[config.mk]
export PLATFORM = sky130hd
export DESIGN_NAME = serial_frame_receiver
export DESIGN_NICKNAME = d
export VERILOG_FILES = /design/src/rtl/core/sfr_pkg.sv /design/src/rtl/core/sfr_front.sv /design/src/rtl/core/sfr_queue.sv /design/src/rtl/core/sfr_back.sv /design/src/rtl/core/serial_frame_receiver.sv
export SDC_FILE = /design/constraint.sdc
export NUM_CORES = 1
export LEC_CHECK = 0
export ABC_CLOCK_PERIOD_IN_PS = 4200
export BUFFER_PORTS_ARGS = -buffer_cell sky130_fd_sc_hd__buf_2
export CORE_MARGIN = 2
export CORE_UTILIZATION = 30
export DETAILED_ROUTE_END_ITERATION = 10
export GPL_TIMING_DRIVEN = 0
export PLACE_DENSITY = 0.47
export SYNTH_ARGS = -nofsm -noshare
export SYNTH_HDL_FRONTEND = slang
export SYNTH_SLANG_ARGS = --single-unit
[constraint.sdc]
create_clock -name clk -period 4.2 [get_ports clk]
set_clock_uncertainty 0.2 [all_clocks]
set_input_delay 0.42 -clock clk [delete_from_list [all_inputs] [get_ports clk]]
set_output_delay 0.42 -clock clk [all_outputs]
set_load 0.02 [all_outputs]
[src/rtl/core/sfr_pkg.sv]
`timescale 1ns / 1ps
`default_nettype none

package sfr_pkg;

	localparam int unsigned QUEUE_DEPTH = 4;

	localparam logic [7:0] COMMAND_TYPE_MASK = 8'hF0;
	localparam logic [7:0] CMD_NIBBLE        = 8'h80;
	localparam logic [7:0] END_BYTE          = 8'h0A;
	localparam logic [7:0] START_BYTE_RESET  = 8'h00;
	localparam logic [7:0] MAX_PAYLOAD_RESET = 8'd130;

	localparam int unsigned OUT_DATA_W = 40;
	localparam int unsigned CFG_ADDR_W = 3;

	typedef enum logic [0:0] {
		REG_START_BYTE  = 1'b0,
		REG_MAX_PAYLOAD = 1'b1
	} reg_idx_t;

	typedef enum logic [0:0] {
		KIND_PAYLOAD = 1'b0,
		KIND_FRAME   = 1'b1
	} kind_t;

	typedef struct packed {
		kind_t      kind;
		logic [7:0] payload_byte;
		logic [7:0] payload_index;
		logic [7:0] command;
		logic [7:0] frame_length;
		logic       checksum_ok;
	} res_t;

	typedef struct packed {
		logic full;
		logic empty;
	} q_stat_t;

endpackage

`default_nettype wire

[src/rtl/core/sfr_front.sv]
`timescale 1ns / 1ps
`default_nettype none

module sfr_front (
	input  wire logic          clk,
	input  wire logic          arst_n,
	input  wire logic          in_valid,
	output logic               in_ready,
	input  wire logic [7:0]    rx_byte,
	input  wire logic [7:0]    start_byte,
	input  wire logic [7:0]    max_payload,
	input  wire sfr_pkg::q_stat_t q_stat,
	output logic               push,
	output sfr_pkg::res_t      push_data
);

	typedef enum logic [2:0] {
		PH_START  = 3'd0,
		PH_CMD    = 3'd1,
		PH_LEN    = 3'd2,
		PH_DATA   = 3'd3,
		PH_CRC_HI = 3'd4,
		PH_CRC_LO = 3'd5,
		PH_END    = 3'd6,
		PH_SLACK  = 3'd7
	} phase_t;

	phase_t      phase_q;
	logic [7:0]  pos_q;
	logic [7:0]  len_q;
	logic [15:0] sum_q;
	logic [15:0] rx_sum_q;
	logic [7:0]  cmd_q;
	logic        accept;
	logic [7:0]  pos_next;

	assign in_ready = !q_stat.full;
	assign accept   = in_valid && in_ready;
	assign pos_next = pos_q + 8'd1;

	always_comb begin
		push      = 1'b0;
		push_data = '0;
		case (phase_q)
			PH_DATA: begin
				push                    = accept;
				push_data.kind          = sfr_pkg::KIND_PAYLOAD;
				push_data.payload_byte  = rx_byte;
				push_data.payload_index = pos_q;
			end
			PH_END, PH_SLACK: begin
				push                   = accept && (rx_byte == sfr_pkg::END_BYTE);
				push_data.kind         = sfr_pkg::KIND_FRAME;
				push_data.command      = cmd_q;
				push_data.frame_length = len_q;
				push_data.checksum_ok  = (sum_q == rx_sum_q);
			end
			default: begin
				push = 1'b0;
			end
		endcase
	end

	always_ff @(posedge clk or negedge arst_n) begin
		if (!arst_n) begin
			phase_q  <= PH_START;
			pos_q    <= '0;
			len_q    <= '0;
			sum_q    <= '0;
			rx_sum_q <= '0;
			cmd_q    <= '0;
		end else if (accept) begin
			case (phase_q)
				PH_START: begin
					if (rx_byte == start_byte) begin
						phase_q <= PH_CMD;
					end else begin
						pos_q <= '0;
					end
				end
				PH_CMD: begin
					if ((rx_byte & sfr_pkg::COMMAND_TYPE_MASK) == sfr_pkg::CMD_NIBBLE) begin
						cmd_q   <= rx_byte;
						phase_q <= PH_LEN;
					end else begin
						phase_q <= PH_START;
						pos_q   <= '0;
					end
				end
				PH_LEN: begin
					if (rx_byte <= max_payload) begin
						len_q   <= rx_byte;
						sum_q   <= '0;
						pos_q   <= '0;
						phase_q <= (rx_byte == 8'd0) ? PH_CRC_HI : PH_DATA;
					end else begin
						phase_q <= PH_START;
						pos_q   <= '0;
					end
				end
				PH_DATA: begin
					sum_q <= sum_q + {8'd0, rx_byte};
					pos_q <= pos_next;
					if (pos_next >= len_q) begin
						phase_q <= PH_CRC_HI;
					end
				end
				PH_CRC_HI: begin
					rx_sum_q <= {rx_byte, 8'd0};
					phase_q  <= PH_CRC_LO;
				end
				PH_CRC_LO: begin
					rx_sum_q <= {rx_sum_q[15:8], rx_byte};
					phase_q  <= PH_END;
				end
				PH_END: begin
					if (rx_byte == sfr_pkg::END_BYTE) begin
						phase_q <= PH_START;
						pos_q   <= '0;
					end else begin
						phase_q <= PH_SLACK;
					end
				end
				PH_SLACK: begin
					phase_q <= PH_START;
					pos_q   <= '0;
				end
				default: begin
					phase_q <= PH_START;
					pos_q   <= '0;
				end
			endcase
		end
	end

endmodule

`default_nettype wire

[src/rtl/core/sfr_queue.sv]
`timescale 1ns / 1ps
`default_nettype none

module sfr_queue #(
	parameter int unsigned DEPTH = sfr_pkg::QUEUE_DEPTH
) (
	input  wire logic          clk,
	input  wire logic          arst_n,
	input  wire logic          push,
	input  wire sfr_pkg::res_t push_data,
	input  wire logic          pop,
	output sfr_pkg::res_t      pop_data,
	output sfr_pkg::q_stat_t   stat
);

	localparam int unsigned AW = (DEPTH > 1) ? $clog2(DEPTH) : 1;
	localparam int unsigned CW = $clog2(DEPTH + 1);

	sfr_pkg::res_t  mem_q [DEPTH];
	logic [AW-1:0]  wr_ptr_q;
	logic [AW-1:0]  rd_ptr_q;
	logic [CW-1:0]  count_q;
	logic           do_push;
	logic           do_pop;

	assign stat.full  = (count_q == CW'(DEPTH));
	assign stat.empty = (count_q == '0);
	assign do_push    = push && !stat.full;
	assign do_pop     = pop && !stat.empty;
	assign pop_data   = mem_q[rd_ptr_q];

	always_ff @(posedge clk) begin
		if (do_push) begin
			mem_q[wr_ptr_q] <= push_data;
		end
	end

	always_ff @(posedge clk or negedge arst_n) begin
		if (!arst_n) begin
			wr_ptr_q <= '0;
			rd_ptr_q <= '0;
			count_q  <= '0;
		end else begin
			if (do_push) begin
				wr_ptr_q <= (wr_ptr_q == AW'(DEPTH - 1)) ? '0 : wr_ptr_q + AW'(1);
			end
			if (do_pop) begin
				rd_ptr_q <= (rd_ptr_q == AW'(DEPTH - 1)) ? '0 : rd_ptr_q + AW'(1);
			end
			if (do_push && !do_pop) begin
				count_q <= count_q + CW'(1);
			end else if (do_pop && !do_push) begin
				count_q <= count_q - CW'(1);
			end
		end
	end

endmodule

`default_nettype wire

[src/rtl/core/sfr_back.sv]
`timescale 1ns / 1ps
`default_nettype none

module sfr_back (
	input  wire logic             clk,
	input  wire logic             arst_n,
	input  wire sfr_pkg::q_stat_t q_stat,
	output logic                  pop,
	input  wire sfr_pkg::res_t    pop_data,
	output logic                  out_valid,
	input  wire logic             out_ready,
	output logic [sfr_pkg::OUT_DATA_W-1:0] out_data,
	output logic                  out_user
);

	logic                            valid_q;
	logic [sfr_pkg::OUT_DATA_W-1:0]  data_q;
	logic                            user_q;

	assign pop       = !q_stat.empty && (!valid_q || out_ready);
	assign out_valid = valid_q;
	assign out_data  = data_q;
	assign out_user  = user_q;

	always_ff @(posedge clk or negedge arst_n) begin
		if (!arst_n) begin
			valid_q <= 1'b0;
		end else if (pop) begin
			valid_q <= 1'b1;
		end else if (out_ready) begin
			valid_q <= 1'b0;
		end
	end

	always_ff @(posedge clk) begin
		if (pop) begin
			user_q <= pop_data.kind;
			data_q <= {7'd0, pop_data.checksum_ok, pop_data.frame_length, pop_data.command,
				pop_data.payload_index, pop_data.payload_byte};
		end
	end

endmodule

`default_nettype wire

[src/rtl/core/serial_frame_receiver.sv]
// Byte-serial frame receiver.
// Bytes enter on the s_axis channel, one per transfer. Frames are start byte,
// command byte (upper nibble 8), length byte, payload, 16-bit big-endian sum,
// line-feed end byte (one extra byte of slack before the end byte is allowed).
// Results leave on the m_axis channel: tuser 0 is a payload byte with its
// index, tuser 1 is a frame summary (command, length, checksum match).
// Registers on the APB port: 0x0 start byte, 0x4 largest payload length.
// Write them only while no frame is in flight.
// Throughput: one byte per cycle while the queue is not full. A result is
// written into a result queue at the edge that takes its byte, then moves
// into the output register when it frees up, and from there shows on m_axis.
// When m_axis stalls, results collect in the QUEUE_DEPTH-entry queue plus the
// output register; s_axis_tready drops only when the queue is full.
// Reset returns the parser to waiting for a start byte, empties the queue and
// sets the registers to start byte 0x00 and length limit 130.
`timescale 1ns / 1ps
`default_nettype none

module serial_frame_receiver #(
	parameter int unsigned QUEUE_DEPTH = sfr_pkg::QUEUE_DEPTH
) (
	input  wire logic                          clk,
	input  wire logic                          arst_n,
	input  wire logic                          s_axis_tvalid,
	output logic                               s_axis_tready,
	input  wire logic [7:0]                    s_axis_tdata,  // [7:0] rx_byte
	output logic                               m_axis_tvalid,
	input  wire logic                          m_axis_tready,
	// [7:0] payload_byte, [15:8] payload_index, [23:16] command,
	// [31:24] frame_length, [32] checksum_ok, [39:33] zero
	output logic [sfr_pkg::OUT_DATA_W-1:0]     m_axis_tdata,
	output logic                               m_axis_tuser,  // [0] kind
	input  wire logic                          psel,
	input  wire logic                          penable,
	input  wire logic                          pwrite,
	input  wire logic [sfr_pkg::CFG_ADDR_W-1:0] paddr,
	input  wire logic [31:0]                   pwdata,
	output logic [31:0]                        prdata,
	output logic                               pready
);

	logic             [7:0] start_byte_q;
	logic             [7:0] max_payload_q;
	logic                   cfg_write;
	sfr_pkg::reg_idx_t      reg_idx;
	sfr_pkg::q_stat_t       q_stat;
	sfr_pkg::res_t          push_data;
	sfr_pkg::res_t          pop_data;
	logic                   push;
	logic                   pop;

	assign pready    = 1'b1;
	assign cfg_write = psel && penable && pwrite && pready;
	assign reg_idx   = sfr_pkg::reg_idx_t'(paddr[2]);

	always_ff @(posedge clk or negedge arst_n) begin
		if (!arst_n) begin
			start_byte_q  <= sfr_pkg::START_BYTE_RESET;
			max_payload_q <= sfr_pkg::MAX_PAYLOAD_RESET;
		end else if (cfg_write) begin
			case (reg_idx)
				sfr_pkg::REG_START_BYTE:  start_byte_q  <= pwdata[7:0];
				sfr_pkg::REG_MAX_PAYLOAD: max_payload_q <= pwdata[7:0];
				default: begin
					start_byte_q <= start_byte_q;
				end
			endcase
		end
	end

	always_comb begin
		case (reg_idx)
			sfr_pkg::REG_START_BYTE:  prdata = {24'd0, start_byte_q};
			sfr_pkg::REG_MAX_PAYLOAD: prdata = {24'd0, max_payload_q};
			default:                  prdata = '0;
		endcase
	end

	sfr_front u_front (
		.clk         (clk),
		.arst_n      (arst_n),
		.in_valid    (s_axis_tvalid),
		.in_ready    (s_axis_tready),
		.rx_byte     (s_axis_tdata),
		.start_byte  (start_byte_q),
		.max_payload (max_payload_q),
		.q_stat      (q_stat),
		.push        (push),
		.push_data   (push_data)
	);

	sfr_queue #(
		.DEPTH (QUEUE_DEPTH)
	) u_queue (
		.clk       (clk),
		.arst_n    (arst_n),
		.push      (push),
		.push_data (push_data),
		.pop       (pop),
		.pop_data  (pop_data),
		.stat      (q_stat)
	);

	sfr_back u_back (
		.clk       (clk),
		.arst_n    (arst_n),
		.q_stat    (q_stat),
		.pop       (pop),
		.pop_data  (pop_data),
		.out_valid (m_axis_tvalid),
		.out_ready (m_axis_tready),
		.out_data  (m_axis_tdata),
		.out_user  (m_axis_tuser)
	);

	a_no_push_full: assert property (@(posedge clk) disable iff (!arst_n)
		!(push && q_stat.full))
		else $error("result pushed into full queue");

	a_payload_clean: assert property (@(posedge clk) disable iff (!arst_n)
		(m_axis_tvalid && !m_axis_tuser) |-> (m_axis_tdata[39:16] == '0))
		else $error("payload result carries frame fields");

	a_frame_clean: assert property (@(posedge clk) disable iff (!arst_n)
		(m_axis_tvalid && m_axis_tuser) |-> (m_axis_tdata[15:0] == '0))
		else $error("frame result carries payload fields");

	a_pop_loads: assert property (@(posedge clk) disable iff (!arst_n)
		pop |=> m_axis_tvalid)
		else $error("popped result not shown on output");

endmodule

`default_nettype wire

==> reports/metrics.cfg, run 1 <==
[cells_and_area]
postLayoutCoreUtil_pct = 36.35
fin_cells = 1374
n_fill_cell = 3498
final_nets = 968
fin_area_um2 = 13340
num_antenna_cells = 0
area_growth_pct = 19.10
drive_gt1_share_pct = 26.82

[drt]
vias_per_cell = 4.592
vias = 6309
drt_wl_total_um = 24270
wl_per_cell_um = 17.66
drtIter0Drc = 295
first_pass_iters = 4
drc = 0
postRouteAntennaNets = 0

[clocking]
cts-root-buf = clkbuf_16
post_cts_buffers = 0
clock-sinks = 253
holdBufCountCts = 10
clockBufferDepth = 3
clk_pin_slew_worst_paths_ns = 0.06
cts_resized = 0
cts_tree = done
clk_latency_ns = 0.54
cts_max_level = 1
cts-buffers-inserted = 28

[timing]
layout_min_cycle_time_ns = 3.214
setup_viol = 0
rsz0062_at_grt = no
hold_viol = 0
worst_slack_ns = 0.9864
post-route-period-util_pct = 76.51
tightest_slew_ns = 0.7695
drv_slew = 0
hold-worst-slack_ns = 0.07037
fmax_ghz = 0.3112
maxSlewHeadroom_pct = 48.70

[worst_setup_path]
worstSetupStartpointType = flip-flop
critical_path_peak_fanout = 10
critPathKind = reg -> reg
endpoint_kind = flip-flop
cp.arrival_ns = 3.47
cp.required_ns = 4.45

[logic_synthesis]
ys_seq_area_share_pct = 64.15
ys_types = 61
synth_edf_count = 170
async_flop_share_pct = 32.81
synth_seq_cells = 253
synth_top_flop_cell = edfxtp_1
syn_area_per_cell_um2 = 15.07
yosysWarnings = 0
postSynthCellCount = 743
synth_area_um2 = 11200

[die]
std_cell_rows = 70
die-height_um = 197.2
die_area_um2 = 38890
io_pins = 126
coreArea_um2 = 36700
start_util_pct = 30.52
die_w_um = 197.2

[global_route]
grt_util_met1_pct = 16.89
grtUsageTotal_pct = 12.81
use_met3_pct = 2.168
grt_pass1_vias = 6580
grt_use_met2_pct = 22.12
grt_overflow = 0
grt_pass1_wl_um = 38220
antenna_found_initial = 1
grt_max_degree = 52
grt.busiest_layer = met2

[pwr]
ir_worst_vdd_mv = 0.2626
pwr_density_cell_nw_per_um2 = 558.7
seqPwrFrac_pct = 43.0
swShare_pct = 30.35
pwr-share-clk_pct = 30.9
comb_power_share_pct = 26.1
p_sw_mw = 2.261
intPower_mw = 5.191
p_leak_nw = 5.185

[place]
placed_area_um2 = 12370
dp_hpwl_um = 16470
place_inst = 1313
dp_slack_ns = 0.7471
numPortBuffers = 66
place_congestion = 0.7582

[outcome]
status = completed

[worst_hold_path]
hold_path_class = in -> reg

[flow_run]
drv_cap = 0

## cell families (layout without fill, tap and decap cells)
logic type	Yosys count	in the layout	share of synthesized area, %
flops	253	253	64.15
simple gates	165	165	8.345
buf+inv	88	221	4.223
compound gates	81	81	4.715
mux	81	81	11.55
xor+xnor	40	40	3.128
fa+ha+maj	33	33	3.821
other cells	2	32	0.06706
## state kept, by name, indices dropped and copies added (netlist names)
signal / flops
u_front.len_q: 8
max_payload_q: 8
u_back.out_user: 1
u_front.sum_q: 16
u_front.phase_q: 3
u_queue.wr_ptr_q: 2
start_byte_q: 8
u_front.cmd_q: 8
u_queue.mem_q: 136
u_queue.rd_ptr_q: 2
u_back.out_valid: 1
u_back.out_data: 33
u_front.rx_sum_q: 16
u_queue.count_q: 3
u_front.pos_q: 8
## path summary, 6_finish.rpt
kind	cells after the start	slack [ns]	startpoint	endpoint
hold reg to reg	1	0.27	u_front.cmd_q[7]	u_front.cmd_q[7]
min in group asynchronous	2	0.20	arst_n	u_front.sum_q[9]
max in group asynchronous	3	2.90	arst_n	max_payload_q[7]
hold / removal	3	0.07	s_axis_tdata[6]	u_front.rx_sum_q[6]
setup reg to reg	12	0.99	u_front.phase_q[1]	u_queue.count_q[2]
setup / recovery	12	0.99	u_front.phase_q[1]	u_queue.count_q[2]
## synthesized netlist by cell type (all sizes together), types with 4 or more instances
library cell  instances  area share [%]
nand3                16            0.76
mux2                 46             4.6
and3                 15            0.84
o21ai                26             1.2
nor2                 23            0.88
ha                   31             3.5
and2                 23             1.3
nand4                13            0.89
nor4                  6            0.47
inv                  27            0.90
nor3                 13            0.63
buf                  44             2.7
mux4                 34             6.8
a22o                  9            0.70
dfrtp                81              18
edfxtp              170              46
clkbuf               17            0.57
xor2                 10            0.78
xnor2                30             2.3
nand2                34             1.1
o31ai                 5            0.34
or3                   4            0.22
a21o                  6            0.40
or4                   4            0.27
nor2b                 4            0.22
a21oi                19            0.88
## worst max-delay path: stages (launching register included)
cell and delay, ns:
dfrtp_1 0.35, buf_2 0.24, inv_1 0.10, clkbuf_1 0.25
nor2_1 0.44, a21oi_1 0.15, nor2_2 0.29, ha_1 0.25
inv_1 0.06, fa_1 0.37, xor2_1 0.15, nor2_1 0.12
xor2_1 0.17
## power groups by stage
stage / clock network [mW] / logic (mW) / registers (mW)
finish: 2.30 / 1.95 / 3.20
global route: 2.48 / 2.18 / 3.24
CTS: 2.39 / 2.00 / 3.21
detailed placement: 0 / 1.99 / 3.26
global placement: 0 / 1.95 / 3.27
floorplan: 0 / 1.28 / 3.36
## metal layers
metal	wire (um)	share of wire, %
met1	10910	45
met3	1026	4.2
met5	0	0
met2	11960	49
met4	367	1.5
## placed cells by master (no fill, tap or decap), types with 19 or more instances in the layout
cell type | netlist | layout
mux4_2 | 34 | 34
nor2_1 | 20 | 20
inv_1 | 27 | 27
xnor2_1 | 30 | 30
edfxtp_1 | 170 | 170
ha_1 | 31 | 31
and2_1 | 23 | 19
mux2_2 | 35 | 35
dfrtp_1 | 81 | 81
buf_4 | 33 | 34
o21ai_0 | 22 | 22
nand2_1 | 34 | 34
conb_1 | 2 | 32
clkbuf_16 | 0 | 28
buf_2 | 9 | 74
clkbuf_1 | 17 | 27
## metrics by stage
step / TNS (ns) / power (mW)
2_1_floorplan: 0 / 4.642
3_3_place_gp: -18.66 / 5.211
3_5_place_dp: 0 / 5.244
4_1_cts: 0 / 7.598
5_1_grt: 0 / 7.902
6_report: 0 / 7.452
## cell type report
class / count / area (um2) / share of cell area, %
Inverter: 27 / 101.3 / 0.7598
Tap cell: 468 / 585.6 / 4.390
Buffer: 61 / 371.6 / 2.786
Sequential cell: 253 / 7184 / 53.86
Clock inverter: 13 / 126.4 / 0.9474
Timing Repair Buffer: 82 / 560.5 / 4.202
Clock buffer: 38 / 738.2 / 5.534
Multi-Input combinational cell: 432 / 3671 / 27.52
Note: power is estimated with default switching activity, not from simulation.
==> inputs of run 2 (changes only) <==
--- a/config.mk
+++ b/config.mk
@@ -5,7 +5,7 @@
 export SDC_FILE = /design/constraint.sdc
 export NUM_CORES = 1
 export LEC_CHECK = 0
-export ABC_CLOCK_PERIOD_IN_PS = 4200
+export ABC_CLOCK_PERIOD_IN_PS = 3200
 export BUFFER_PORTS_ARGS = -buffer_cell sky130_fd_sc_hd__buf_2
 export CORE_MARGIN = 2
 export CORE_UTILIZATION = 30
==> constraint.sdc (replaced) <==
create_clock -name clk -period 3.2 [get_ports clk]
set_clock_uncertainty 0.2 [all_clocks]
set_input_delay 0.32 -clock clk [delete_from_list [all_inputs] [get_ports clk]]
set_output_delay 0.32 -clock clk [all_outputs]
set_load 0.02 [all_outputs]
==> run 2 against run 1 <==
Die area unchanged. Critical path type is now in -> reg. Critical endpoint unchanged. Setup slack worse by 0.75 ns. Combinational power increased by 32%. Power up 35%. Count of clock-buffer cells in the layout is the same. Sequential power up 32%. Via count fell by 0.24%. Critical path depth unchanged.
==> reports/metrics.cfg, run 2 (synthesis results as in run 1) <==
[outcome]
status = completed

[cells_and_area]
final-seq-area_um2 = 7184  ; unchanged
n_fill_cell = 3485  ; -0.37%
regMostFlops = u_queue.mem_q
layout_common_cells = edfxtp_1 (170), dfrtp_1 (81), buf_2 (74)
area_growth_pct = 20.39
fin_cells = 1380  ; +0.44%
largest_register_ffs = 136  ; unchanged
drive_gt1_share_pct = 27.52  ; +0.70 points
num_antenna_cells = 0  ; unchanged
final_nets = 973  ; +0.52%
final_common_cell = edfxtp_1
multi_input_area_um2 = 3684  ; +0.34%
fin_area_um2 = 13480  ; +1.1%

[drt]
first_pass_iters = 6  ; +2
vias = 6294  ; -0.24%
wl_per_cell_um = 17.94  ; +1.6%
vias_per_cell = 4.561  ; -0.67%
drt_wl_total_um = 24760  ; +2.0%
drtIter0Drc = 262  ; -11%
postRouteAntennaNets = 0  ; unchanged
drc = 0  ; unchanged

[die]
die_area_um2 = 38890  ; unchanged
die_w_um = 197.2  ; unchanged
coreArea_um2 = 36700  ; unchanged
io_pins = 126  ; unchanged
die-height_um = 197.2  ; unchanged
std_cell_rows = 70  ; unchanged
start_util_pct = 30.52  ; unchanged

[place]
numPortBuffers = 66  ; unchanged
dp_slack_ns = -0.1791  ; -0.9262 ns
place_inst = 1313  ; unchanged
dp_hpwl_um = 16440  ; -0.16%
place_congestion = 0.8113  ; +7.0%
placed_area_um2 = 12370  ; unchanged

[timing]
drv_slew = 0  ; unchanged
worst_slack_ns = 0.2345  ; -0.7519 ns
hold_viol = 0  ; unchanged
layout_min_cycle_time_ns = 2.965
fmax_ghz = 0.3372
maxSlewHeadroom_pct = 44.26  ; -4.4 points
tightest_slew_ns = 0.8361  ; +0.06669 ns
post-route-period-util_pct = 92.67
rsz0062_at_grt = no
setup_viol = 0  ; unchanged

[worst_setup_path]
endpoint_kind = flip-flop
critical_path_peak_fanout = 9  ; -1
cp.arrival_ns = 3.24  ; -0.23 ns
cp.required_ns = 3.48  ; -0.97 ns
critPathKind = in -> reg
worstSetupStartpointType = primary input

[clocking]
cts_max_level = 1  ; unchanged
cts-buffers-inserted = 28  ; unchanged
clockBufferDepth = 3  ; unchanged
cts-root-buf = clkbuf_16
clk_pin_slew_worst_paths_ns = 0.06  ; about the same
post_cts_buffers = 0  ; unchanged
clk_latency_ns = 0.56  ; +0.02 ns
clock-sinks = 253  ; unchanged
cts_tree = done

[worst_hold_path]
hold_path_class = in -> reg

[flow_run]
drv_cap = 0  ; unchanged

[global_route]
grt_max_degree = 53  ; +1.9%
grtUsageTotal_pct = 12.89  ; +0.077 points
grt_pass1_vias = 6586  ; +0.091%
grt_pass1_wl_um = 38510  ; +0.76%
grt_overflow = 0  ; unchanged
antenna_found_initial = 0  ; -1

[pwr]
fin_total_pwr_mw = 10.03  ; +35%
pwr_density_cell_nw_per_um2 = 743.6  ; +33%
ir_worst_vdd_mv = 0.4171  ; +59%
p_leak_nw = 5.262  ; +1.5%

-- run 2: metrics by stage --
step / utilization (%) / hold WS [ns] / TNS, ns
after floorplan: - / -0.1756 / 0
after detailed placement: 33.72 / 0.1267 / -0.3085
final: 36.74 / 0.03573 / 0
after global routing: 36.74 / 0.05977 / 0
after global placement: 33.33 / 0.2453 / -144.92
after CTS: 36.71 / 0.03139 / 0
-- run 2: final timing paths --
kind	startpoint	endpoint	slack [ns]	cells past startpoint
setup / recovery	s_axis_tdata[4]	u_queue.count_q[2]	0.23	12
hold / removal	s_axis_tdata[1]	u_front.sum_q[1]	0.04	3
setup reg to reg	u_front.phase_q[1]	u_queue.count_q[1]	0.28	10
hold reg to reg	u_front.cmd_q[7]	u_front.cmd_q[7]	0.26	1
max in group asynchronous	arst_n	max_payload_q[1]	2.05	3
min in group asynchronous	arst_n	u_front.rx_sum_q[9]	0.06	2
-- run 2: area by class of cell --
cell class | count | share of cell area (%)
clock inverters | 14 | 1.234
well taps | 468 | 4.343
plain buffers | 61 | 2.765
repair buffers | 87 | 4.529
inverters | 27 | 0.7517
multi-input cells | 432 | 27.32
flip-flops and latches | 253 | 53.29
clock buffers | 38 | 5.772
-- run 2: where the power goes --
group | leakage [nW] | internal (mW) | total, mW | switching (mW)
Sequential | 2.64 | 3.96 | 4.21 | 0.242
Clock | 0.467 | 1.95 | 3.25 | 1.30
Combinational | 2.15 | 1.08 | 2.58 | 1.49
Total | 5.26 | 6.99 | 10.0 | 3.03
-- run 2: layer usage --
layer	up-vias	part of all wire [%]	track usage [%]
li1	3025	-	-
met5	-	0	0
met3	44	3.7	2.271
met2	106	48	21.79
met1	3119	45	16.86
met4	0	2.9	4.010
-- run 2: worst max-delay path: stages --
cell and delay [ns]:
dlygate4sd3_1 0.53, buf_2 0.23, or3_1 0.43, nor3_2 0.30, a21oi_1 0.16, nor2_4 0.19
ha_1 0.22, inv_1 0.06, fa_1 0.37, xor2_1 0.15, nor2_1 0.12, xor2_1 0.15
-- run 2: what timing repair did --
| item | 4_1_cts | 5_1_grt |
|---|---|---|
| hold endpoints to repair | 103 | 0 |
| setup endpoints to repair | 1 | 2 |
| hold buffers | 15 | 0 |
| gates resized for setup | 1 | 4 |
==> inputs of run 3 (changes only) <==
--- a/config.mk
+++ b/config.mk
@@ -5,10 +5,11 @@
 export SDC_FILE = /design/constraint.sdc
 export NUM_CORES = 1
 export LEC_CHECK = 0
-export ABC_CLOCK_PERIOD_IN_PS = 3200
+export ABC_CLOCK_PERIOD_IN_PS = 3070
 export BUFFER_PORTS_ARGS = -buffer_cell sky130_fd_sc_hd__buf_2
 export CORE_MARGIN = 2
 export CORE_UTILIZATION = 30
+export CTS_CLUSTER_SIZE = 16
 export DETAILED_ROUTE_END_ITERATION = 10
 export GPL_TIMING_DRIVEN = 0
 export PLACE_DENSITY = 0.47
==> constraint.sdc (replaced) <==
create_clock -name clk -period 3.07 [get_ports clk]
set_clock_uncertainty 0.2 [all_clocks]
set_input_delay 0.307 -clock clk [delete_from_list [all_inputs] [get_ports clk]]
set_output_delay 0.307 -clock clk [all_outputs]
set_load 0.02 [all_outputs]
==> run 3 against run 2 <==
Sequential power up 4%. Design area up 0.25%. Wire length up 0.18%. Power up 4.3%. Sequential share of layout area down 0.13 points. Largest cell class unchanged.
==> reports/metrics.cfg, run 3 (synthesis results as in run 1) <==
[timing]
worst_slack_ns = 0.1274  ; -0.1071 ns
tightest_slew_ns = 0.8513  ; +0.01517 ns
drv_slew = 0  ; unchanged
setup_viol = 0  ; unchanged
layout_min_cycle_time_ns = 2.943
maxSlewHeadroom_pct = 43.25  ; -1.0 points
hold_viol = 0  ; unchanged
tns_ns = 0  ; unchanged
post-route-period-util_pct = 95.85
fmax_ghz = 0.3398
hold-worst-slack_ns = 0.02349  ; -0.01224 ns

[cells_and_area]
fin_cells = 1381  ; +0.072%
final_nets = 974  ; +0.10%
layout_common_cells = edfxtp_1 (170), dfrtp_1 (81), buf_2 (74)
drive_gt1_share_pct = 28.15  ; +0.63 points
postLayoutCoreUtil_pct = 36.83  ; +0.092 points
area_growth_pct = 20.69
num_antenna_cells = 0  ; unchanged
largest_register_ffs = 136  ; unchanged
regMostFlops = u_queue.mem_q
final_common_cell = edfxtp_1
fin_area_um2 = 13520  ; +0.25%

[worst_setup_path]
cp.required_ns = 3.35  ; -0.13 ns
r2r_slack_ns = 0.22  ; -0.06 ns
rr_endpoint = u_queue.count_q[2]
cp-startpoint = s_axis_tdata[2]
timing.rr.start = u_front.phase_q[2]
cp.arrival_ns = 3.22  ; -0.02 ns
worst-path-stages = 12  ; unchanged
slowest_stage = dlygate4sd3_1
cpMostUsedCell = xor2_1
worstSetupStartpointType = primary input
crit_family = simple AND/OR/NAND/NOR gates
worstPathBufferInverterCount = 3  ; unchanged
path_cells = dlygate4sd3_1 -> buf_2 -> or3_4 -> nor3_4 -> a21oi_1 -> nor2_4 -> ha_2 -> inv_1 -> fa_1 -> xor2_1 -> nor2_1 -> xor2_1
r2r_cells = 12  ; +2
critical_path_peak_fanout = 9  ; unchanged
endpoint_kind = flip-flop
endpoint = u_queue.count_q[2]
max_stage_delay_ns = 0.53  ; about the same
critPathKind = in -> reg

[place]
place_inst = 1313  ; unchanged
placed_area_um2 = 12370  ; unchanged
dp_slack_ns = -0.2961  ; -0.1170 ns
numPortBuffers = 66  ; unchanged
place_congestion = 0.8113  ; unchanged
dp_hpwl_um = 16440  ; unchanged

[drt]
first_pass_iters = 6  ; unchanged
wl_per_cell_um = 17.96  ; +0.11%
vias_per_cell = 4.559  ; about the same
postRouteAntennaNets = 0  ; unchanged
drc = 0  ; unchanged
vias = 6296  ; +0.032%
drt_wl_total_um = 24800  ; +0.18%
drtIter0Drc = 280  ; +6.9%

[clocking]
cts-root-buf = clkbuf_16
cts_tree = done
cts_max_level = 1  ; unchanged
cts-buffers-inserted = 28  ; unchanged
clock-sinks = 253  ; unchanged
clockBufferDepth = 3  ; unchanged
clk_pin_slew_worst_paths_ns = 0.06  ; about the same
clk_latency_ns = 0.56  ; about the same

[die]
io_pins = 126  ; unchanged
std_cell_rows = 70  ; unchanged
coreArea_um2 = 36700  ; unchanged
die-height_um = 197.2  ; unchanged
die_w_um = 197.2  ; unchanged
die_area_um2 = 38890  ; unchanged
start_util_pct = 30.52  ; unchanged

[pwr]
p_leak_nw = 5.286  ; +0.46%
ir_worst_vdd_mv = 0.4351  ; +4.3%
pwr_density_cell_nw_per_um2 = 773.6  ; +4.0%
fin_total_pwr_mw = 10.46  ; +4.3%

[outcome]
status = completed

[global_route]
grt_max_degree = 53  ; unchanged
grt_pass1_wl_um = 38520  ; about the same
antenna_found_initial = 0  ; unchanged
grt_overflow = 0  ; unchanged
grtUsageTotal_pct = 12.89  ; about the same
grt_pass1_vias = 6584  ; -0.030%

[flow_run]
drv_cap = 0  ; unchanged

[worst_hold_path]
hold_path_class = in -> reg
holdPathStages = 3  ; unchanged

## run 3: cell types whose count changed in the layout (fill, tap and decap cells not counted)
| cell | change |
|---|---|
| or3_4 | +2 |
| or3_1 | -2 |
| nor3_2 | -1 |
| clkbuf_1 | -1 |
| ha_2 | +1 |
| nor3_4 | +1 |
| buf_4 | +2 |
| clkbuf_4 | +1 |
| buf_1 | -1 |
| ha_1 | -1 |
## run 3: worst register-to-register path, cell delays in order (launching register included)
cell	delay [ns]
dfrtp_1	0.36
buf_2	0.18
inv_1	0.15
and3_1	0.23
buf_2	0.25
a21oi_1	0.11
nor2_4	0.21
ha_2	0.23
inv_1	0.05
fa_1	0.37
xor2_1	0.15
nor2_1	0.12
xor2_1	0.15
## run 3: what timing repair did
item	4_1_cts	5_1_grt
setup endpoints to repair	2	2
hold buffers	15	0
buffers inserted	0	2
gates resized for setup	3	8
pin swaps	0	2
hold endpoints to repair	103	0
## run 3: layout make-up
class / instances / area [um2]
Inverter: 27 / 101.3
Tap cell: 468 / 585.6
Clock inverter: 14 / 166.4
Buffer: 60 / 370.4
Timing Repair Buffer: 89 / 628.1
Fill cell: 3482 / 23180
Sequential cell: 253 / 7184
Multi-Input combinational cell: 432 / 3702
Clock buffer: 38 / 778.2
## run 3: worst min-delay path by stage
stage,endpoint,slack [ns],from
2_1_floorplan,max_payload_q[0],-0.19,arst_n
3_3_place_gp,u_front.cmd_q[7],0.25,u_front.cmd_q[7]
3_5_place_dp,u_front.rx_sum_q[9],0.11,arst_n
4_1_cts,u_front.sum_q[1],0.02,s_axis_tdata[1]
5_1_grt,u_front.sum_q[1],0.05,s_axis_tdata[1]
6_report,u_front.sum_q[1],0.02,s_axis_tdata[1]
## run 3: power breakdown
group	switching (mW)	total [mW]	internal, mW
clock network	1.36	3.38	2.03
registers	0.252	4.38	4.13
logic	1.56	2.69	1.13
## run 3: metal layers
metal / wire length, um / track usage, % / up-vias
met4: 670 / 4.010 / 0
met2: 12040 / 21.83 / 101
met1: 11200 / 16.84 / 3132
met5: 0 / 0 / -
met3: 897 / 2.271 / 42
li1: - / - / 3021
